### src/hw/rtl/cgp_ram.sv
module cgp_ram #(
	parameter int WIDTH = 8,
	parameter int DEPTH = 16
) (
	input  logic                     clk,
	input  logic                     we,
	input  logic [$clog2(DEPTH)-1:0] waddr,
	input  logic [WIDTH-1:0]         wdata,
	input  logic [$clog2(DEPTH)-1:0] raddr,
	output logic [WIDTH-1:0]         rdata
);

	logic [WIDTH-1:0] mem [DEPTH];

	always_ff @(posedge clk) begin
		if (we) begin
			mem[waddr] <= wdata;
		end
		rdata <= mem[raddr];
	end

endmodule
### config.mk
export PLATFORM = sky130hd
export DESIGN_NAME = cgp_ram
export DESIGN_NICKNAME = d
export VERILOG_FILES = /design/src/hw/rtl/cgp_ram.sv
export SDC_FILE = /design/constraint.sdc
export NUM_CORES = 1
export LEC_CHECK = 0
export BUFFER_PORTS_ARGS = -buffer_cell sky130_fd_sc_hd__buf_4
export CAP_MARGIN = 20
export CORE_MARGIN = 3
export CORE_UTILIZATION = 50
export CTS_BUF_LIST = sky130_fd_sc_hd__clkbuf_8
export DETAILED_ROUTE_END_ITERATION = 10
export PLACE_DENSITY_LB_ADDON = 0.3
export SLEW_MARGIN = 40
export SYNTH_ARGS = -nofsm -noshare
export SYNTH_HDL_FRONTEND = slang
export SYNTH_SLANG_ARGS = --single-unit
### constraint.sdc
create_clock -name clk -period 1.7 [get_ports clk]
set_input_delay 0.34 -clock clk [delete_from_list [all_inputs] [get_ports clk]]
set_output_delay 0.34 -clock clk [all_outputs]
set_load 0.005 [all_outputs]
==> out/metrics.yaml, run 1 <==
outcome: "finished, final reports clean"
hpwlAfterDp_mm: 6.36
rsz0062_at_grt: "false"
max-vdd-ir-drop_mv: 0.621
ys_seq_area_frac: 0.778
cts_tree: "yes"
placed_area_mm2: 0.00568
regToRegSetupSlack_ns: 0.30
regArea_mm2: 0.00400
syn-cell-area_mm2: 0.00515
ys_types: 19
fin_crit_sh: 0.822
post-cts-setup-buffers: 0
routed_wl_mm: 9.32
critPathArrivalTime_ns: 1.68
whs_ns: 0.231
grt_pass1_wl_mm: 14.3
post_drt_wl_per_cell_um: 21.3
drive_above_1_share: 0.341
grt_pass1_vias: 2529
core_area_mm2: 0.00991
ys_ff_latch: 136
finalSetupViolCount: 0
drt_iter0_drc: 148
yosysWarnings: 0
num_vias: 2437
setup_tns_ns: 0
numCtsBuffers: 17
hold_depth: 1
antenna_found_initial: 0
area_delta_synth_final_pct: 18.9
floorplan.die_area_mm2: 0.0115
cts_resized: 0
crit_path_end_kind: "flip-flop"
clock_latency_ns: 0.42
grt_start_max_net_pins: 17
io_buffers: 25
r2r_end: "rdata[6]"
fp.dieW_um: 107
finalPower_uw: 7020
drc: 0
clkTransAtPathRegs_ns: 0.08
fin_skew_ns: 0.00964
synth_top_area_frac: 0.747
max-slew-margin-rel: 0.503
start_util: 0.519
n_antenna_cell: 0
min_period_ns: 1.40
nets: 310
nFillCells: 696
clockBufferDepth: 2
critPathMaxFanout: 1
finalMaxSlewViolations: 0
antenna_left: 0
gr-total-overflow: 0
min_from: "wdata[4]"
maxCapViolCount: 0
yosysTopAreaCell: "edfxtp_1"
gp_congestion: 0.760
r2r-start: "mem[0][6]"
required_ns: 1.99
drt_pass1_iterations: 5
num_rows: 36
start_kind: "flip-flop"
die_h_um: 107
reg2reg_depth: 3
syn_inst: 229
hold_viol: 0
synthTopCellsByArea: "edfxtp_1, mux4_2, mux4_1"
syn_nets: 247
tightest_slew_ns: 0.744
cts_root_buf: "clkbuf_8"
crit_type: "flip-flop to flip-flop"
multi_input_area_mm2: 0.00106
final_cell_area_mm2: 0.00612
powerDensity_mw_per_mm2: 1150
max_freq_mhz: 716
worstHoldEndpoint: "mem[0][4]"
grtUsageTotal: 0.176
h-tree-depth: 4
cts.sinks: 136
cts_hold_buf: 0
via_per_inst: 5.56
leakagePower_uw: 0.00210
min_path_type: "primary input to flip-flop"
ios: 26
synth_area_per_cell_um2: 22.5
cells in the final DEF (no fill, tap or decap):
cell          n
clkinvlp_4    4
nor3_1        3
a22oi_1      16
nor2_1       13
mux4_2       18
buf_12        3
mux4_1       14
nand3_1       1
clkinv_4      1
nor3_2        1
edfxtp_1    128
clkbuf_8     17
nand2_1       9
and2_1        1
nand2b_1      2
inv_1         2
dfxtp_1       8
bufinv_16     5
or3b_2        1
buf_4        51
nand3b_1      2
nor2b_1       1
clkinv_2      3
and2b_1       1
state kept, by name, indices dropped and copies added, names as in the netlist:
register  cells
rdata         8
mem         128
worst max-delay path: stages, from the launching register on:
cell	delay [ns]
edfxtp_1	0.37
mux4_2	0.47
a22oi_1	0.31
nand2_1	0.12
cells by family after synthesis:
family | count (synthesis) | share of synthesized area
flip-flops | 136 | 0.778
AND/OR/NAND/NOR | 35 | 0.0318
AO/OA/AOI/OAI | 16 | 0.0233
buffers and inverters | 10 | 0.0168
multiplexers | 32 | 0.150
worst max path at each step:
stage	to	start
after floorplan	mem[3][0]	waddr[2]
after global placement	rdata[3]	raddr[0]
after detailed placement	rdata[3]	raddr[0]
after CTS	rdata[6]	mem[0][6]
after global routing	rdata[6]	mem[0][6]
final	rdata[6]	mem[0][6]
synth_stat cells:
library cell	n
nor2b_1	1
or3b_2	1
buf_2	3
nand3b_1	2
mux4_2	18
and2_1	1
a22oi_1	16
buf_6	3
edfxtp_1	128
nand2_1	9
nand3_1	1
nand2b_1	2
nor2_1	13
buf_4	1
mux4_1	14
nor3_1	4
clkdlybuf4s25_2	3
dfxtp_1	8
and2b_1	1
layer usage:
layer  part of all wire  GRT usage  up-vias
met1               0.45      0.251     1265
met4              0.011     0.0595        0
met3              0.054     0.0408        8
li1                   -          -     1093
met5                  0          0        -
met2               0.49      0.273       71
power breakdown:
part / total [µW] / internal, µW / switching (µW)
clock: 2870 / 1730 / 1140
sequential: 3770 / 3740 / 22.2
combinational: 380 / 186 / 195
area by class of cell:
cell class | count | share of cell area
well taps | 133 | 0.0272
repair buffers | 54 | 0.0724
multi-input cells | 83 | 0.174
clock buffers | 17 | 0.0382
flip-flops and latches | 136 | 0.654
clock inverters | 15 | 0.0345
through the flow:
stage | worst slack, ns | utilization | instances
after global placement | -0.0856 | 0.573 | 406
after detailed placement | -0.0948 | 0.573 | 406
after floorplan | 0.0939 | - | 229
after CTS | 0.317 | 0.618 | 438
final | 0.303 | 0.618 | 438
after global routing | 0.265 | 0.618 | 438
No activity file was read; power rests on OpenSTA's default activity.
==> run 2: changes to the inputs <==
==> constraint.sdc (replaced) <==
create_clock -name clk -period 1.25 [get_ports clk]
set_input_delay 0.25 -clock clk [delete_from_list [all_inputs] [get_ports clk]]
set_output_delay 0.25 -clock clk [all_outputs]
set_load 0.005 [all_outputs]
==> out/metrics.yaml, run 2 (synthesized netlist as in run 1, its figures left out) <==
ios: 26
max_freq_mhz: 775
drt_pass1_iterations: 5
required_ns: 1.55
timing.critical_path.buf_inv: 0
post_drt_wl_per_cell_um: 21.1
critPathMaxFanout: 1
multi_input_area_mm2: 0.00109
clkTransAtPathRegs_ns: 0.07
drive_above_1_share: 0.434
gr-total-overflow: 0
fin_util: 0.629
start_kind: "flip-flop"
r2r-start: "mem[3][3]"
drc: 0
floorplan.die_area_mm2: 0.0115
core_area_mm2: 0.00991
clockBufferDepth: 2
num_vias: 2500
die_h_um: 107
antenna_found_initial: 0
crit_type: "flip-flop to flip-flop"
cp_top_family: "multiplexers"
worstPathCellList: "mux4_2, a22oi_2, nand2_1"
start_util: 0.519
min_from: "wdata[7]"
area_delta_synth_final_pct: 21.1
fp.dieW_um: 107
max-vdd-ir-drop_mv: 0.813
cp_slowest_cell: "mux4_2"
nFillCells: 673
startpoint: "mem[3][3]"
num_rows: 36
leakagePower_uw: 0.00215
antenna_left: 0
critPathArrivalTime_ns: 1.59
min_period_ns: 1.29
reg.largest.list: "mem: 128 flops, rdata: 8 flops"
max-slew-margin-rel: 0.483
cts_hold_buf: 0
via_per_inst: 5.52
finalPower_uw: 8920
tightest_slew_ns: 0.774
grt_start_max_net_pins: 22
maxCapViolCount: 0
numCtsBuffers: 17
h-tree-depth: 4
gp_congestion: 0.753
outcome: "complete, but fails checks"
violations: "negative setup slack"
fin_crit_sh: 1.03
fin_skew_ns: 0.00628
layout_commonest_cell: "edfxtp_1"
drt_iter0_drc: 185
post-cts-setup-buffers: 0
max_stage_delay_ns: 0.48
powerDensity_mw_per_mm2: 1430
finalSetupViolCount: 4
crit_path_end_kind: "flip-flop"
hpwlAfterDp_mm: 6.69
nets: 325
min_path_type: "primary input to flip-flop"
cts.sinks: 136
routed_wl_mm: 9.58
finalWorstSetupSlack_ns: -0.0403
largest_register_ffs: 128
final_cell_mix: "edfxtp_1, buf_4, mux4_2"
n_antenna_cell: 0
top_register: "mem"
regArea_mm2: 0.00401
grt_pass1_wl_mm: 15.0
hold_viol: 0
clock_latency_ns: 0.42
io_buffers: 25
rsz0062_at_grt: "true"
whs_ns: 0.135
grt_pass1_vias: 2673
cts_tree: "yes"
cts_root_buf: "clkbuf_8"
finalMaxSlewViolations: 0
grtUsageTotal: 0.187
-- run 2: changes by cell type in the layout (fill, tap and decap cells not counted), moves of 5 or more --
| cell | before | now |
|---|---|---|
| a22oi_1 | 16 | 10 |
| mux4_1 | 14 | 1 |
| a22oi_2 | 0 | 6 |
| clkbuf_8 | 17 | 22 |
| buf_4 | 51 | 62 |
| mux4_2 | 18 | 31 |
| inv_1 | 2 | 8 |
-- run 2: path summary, 6_finish.rpt --
path	endpoint	slack [ns]	cells after the start
setup / recovery	rdata[3]	-0.04	3
hold / removal	mem[3][7]	0.13	1
setup reg to reg	rdata[3]	-0.04	3
hold reg to reg	rdata[5]	0.67	3
-- run 2: area by class of cell --
type,instances,area share
multi-input cells,83,0.175
clock buffers,22,0.0486
well taps,133,0.0267
repair buffers,69,0.0971
flip-flops and latches,136,0.642
clock inverters,10,0.0104
-- run 2: through the flow --
| step | instance area [µm²] | std cells | TNS (ns) | setup WS, ns |
|---|---|---|---|---|
| after global placement | 5840 | 421 | -18.68 | -0.461 |
| after detailed placement | 5840 | 421 | -20.90 | -0.470 |
| after CTS | 6230 | 453 | -0.142 | -0.0464 |
| after global routing | 6230 | 453 | -0.413 | -0.0811 |
| after floorplan | 5180 | 229 | -1.54 | -0.133 |
| final | 6230 | 453 | -0.0770 | -0.0403 |
-- run 2: where the power goes --
group          leakage, µW  switching, µW  internal, µW  total (µW)
clock network     0.000219           1420          1780        3200
registers          0.00122           37.8          5100        5140
logic             0.000705            286           305         592
total              0.00215           1740          7180        8920
-- run 2: what timing repair did --
item                                    4_1_cts  5_1_grt
pin swaps                                     2        3
endpoints found under the setup margin        7        8
resized for setup                             7        0
-- run 2: layer usage --
metal | vias up | wire length, µm | track usage
li1 | 1112 | - | -
met1 | 1287 | 3840 | 0.235
met2 | 95 | 5000 | 0.306
met3 | 6 | 625 | 0.0498
met4 | 0 | 112 | 0.0848
met5 | - | 0 | 0
==> run 3: changes to the inputs <==
--- a/config.mk
+++ b/config.mk
@@ -5,6 +5,7 @@
 export SDC_FILE = /design/constraint.sdc
 export NUM_CORES = 1
 export LEC_CHECK = 0
+export ABC_AREA = 1
 export BUFFER_PORTS_ARGS = -buffer_cell sky130_fd_sc_hd__buf_4
 export CAP_MARGIN = 20
 export CORE_MARGIN = 3
==> out/metrics.yaml, run 3 <==
outcome: "finished, final reports clean"
hold_viol: 0
grt_start_max_net_pins: 54
ys.flop_type: "edfxtp_1"
min_period_ns: 1.17
hold_depth: 3
max-slew-margin-rel: 0.808
num_vias: 3871
drive_above_1_share: 0.137
max_freq_mhz: 853
clkPwrFrac: 0.413
syn_inst: 551
grtUsageTotal: 0.208
drt_pass1_iterations: 5
area_delta_synth_final_pct: 15.8
clkTransAtPathRegs_ns: 0.08
timing.critical_path.buf_inv: 1
syn-cell-area_mm2: 0.00577
grt_pass1_vias: 3743
worstPathCellList: "buf_4"
io_buffers: 25
floorplan.die_area_mm2: 0.0129
clockBufferDepth: 2
yosysMostFrequentCell: "nand2_1"
crit_path_end_kind: "primary output"
seqPwrFrac: 0.518
min_path_type: "primary input to flip-flop"
setup_tns_ns: 0
r2r_end: "rdata[1]"
num_rows: 38
fin_crit_sh: 0.938
largest_register_ffs: 128
tightest_slew_ns: 0.288
cts_tree: "yes"
p_sw_frac: 0.219
post-cts-setup-buffers: 0
yosysWarnings: 0
finalMaxSlewViolations: 0
numCtsBuffers: 17
max_stage_delay_ns: 0.36
gp_congestion: 0.809
fp.dieW_um: 113
powerDensity_mw_per_mm2: 1480
cp_slowest_cell: "dfxtp_1"
via_per_inst: 5.18
drc: 0
max-vdd-ir-drop_mv: 0.715
finalSetupViolCount: 0
cts.sinks: 136
post_drt_wl_per_cell_um: 16.8
fin_skew_ns: 0.0111
critPathMaxFanout: 1
critPathArrivalTime_ns: 0.92
cts_resized: 0
ys_types: 12
antenna_left: 0
n_antenna_cell: 0
final_cell_area_mm2: 0.00668
reg2reg_depth: 6
routed_wl_mm: 12.6
cp_top_family: "flip-flops"
start_kind: "flip-flop"
r2r-start: "mem[11][1]"
ys_ff_latch: 136
top_register: "mem"
nFillCells: 933
h-tree-depth: 4
reg.largest.list: "mem: 128 flops, rdata: 8 flops"
min_from: "raddr[3]"
layout_commonest_cell: "nand2_1"
clock_latency_ns: 0.44
gr-total-overflow: 0
ys_top_cells_by_count: "nand2_1, edfxtp_1, inv_1"
synth_edf_count: 128
async_flop_share: 0
p_switching_uw: 2170
power_frac_comb: 0.068
cts_hold_buf: 0
cts_root_buf: "clkbuf_8"
antenna_found_initial: 0
nets: 613
hpwlAfterDp_mm: 7.77
syn_nets: 569
leakagePower_uw: 0.00291
grt_pass1_wl_mm: 19.8
core_area_mm2: 0.0110
drt_iter0_drc: 331
worstHoldEndpoint: "rdata[7]"
rsz0062_at_grt: "false"
final_cell_mix: "nand2_1, edfxtp_1, inv_1"
p_int_uw: 7710
ios: 26
synthTopCellsByArea: "edfxtp_1, nand2_1, nand3_1"
die_h_um: 113
synth_top_area_frac: 0.667
regToRegSetupSlack_ns: 0.25
crit_type: "flip-flop to primary output"
start_util: 0.523
required_ns: 1.00
synth_area_per_cell_um2: 10.5
ys_seq_area_frac: 0.694
placed_area_mm2: 0.00622
maxCapViolCount: 0
yosysTopAreaCell: "edfxtp_1"
-- run 3: changes by cell type after synthesis, sizes merged, moves of 2 or more --
| cell | change |
|---|---|
| nand2b | -2 |
| inv | +102 |
| buf | +17 |
| nor2 | +4 |
| nor3 | -4 |
| nand3 | +96 |
| clkdlybuf4s25 | -3 |
| mux4 | -32 |
| a22oi | -16 |
| nand2 | +164 |
-- run 3: layout make-up --
cell class / instances / area [µm²] / share of cell area
Sequential cell: 136 / 4000 / 0.599
Multi-Input combinational cell: 289 / 1210 / 0.182
Timing Repair Buffer: 49 / 443 / 0.0663
Inverter: 102 / 383 / 0.0573
Clock buffer: 17 / 234 / 0.0350
Clock inverter: 15 / 226 / 0.0339
Tap cell: 140 / 175 / 0.0262
-- run 3: layer usage --
layer,track usage,routed length (µm),up-vias
li1,-,-,1858
met3,0.0536,837,22
met2,0.346,6440,137
met1,0.271,5110,1854
met4,0.0665,207,0
met5,0,0,-
-- run 3: power groups by stage --
| stage | Sequential (µW) | Clock, µW | Combinational (µW) |
|---|---|---|---|
| 2_1_floorplan | 5220 | 0 | 360 |
| 3_3_place_gp | 5220 | 0 | 664 |
| 3_5_place_dp | 5220 | 0 | 679 |
| 6_report | 5120 | 4080 | 675 |
| 5_1_grt | 5130 | 4360 | 747 |
| 4_1_cts | 5120 | 4140 | 684 |
-- run 3: cells by family after synthesis --
family / count (synthesis) / synth area share
and+or+nand+nor: 289 / 0.210
buffers and inverters: 126 / 0.0952
DFF: 136 / 0.694
-- run 3: how the worst max path moves through the flow --
stage	slack, ns	start	cells after the start	to
6_report	0.08	rdata[6]	1	rdata[6]
5_1_grt	0.03	rdata[6]	1	rdata[6]
4_1_cts	0.05	rdata[6]	1	rdata[6]
3_5_place_dp	-0.03	waddr[2]	4	mem[10][1]
3_3_place_gp	-0.04	waddr[2]	4	mem[11][1]
2_1_floorplan	0.05	waddr[3]	2	mem[4][0]
-- run 3: through the flow --
stage | util | power (µW) | hold WS, ns | setup slack (ns) | std cells
3_3_place_gp | 0.564 | 5890 | 0.570 | -0.0353 | 716
3_5_place_dp | 0.564 | 5900 | 0.578 | -0.0338 | 716
4_1_cts | 0.605 | 9950 | 0.102 | 0.0536 | 748
5_1_grt | 0.605 | 10200 | 0.130 | 0.0321 | 748
2_1_floorplan | - | 5580 | 0.349 | 0.0492 | 551
6_report | 0.605 | 9880 | 0.116 | 0.0771 | 748
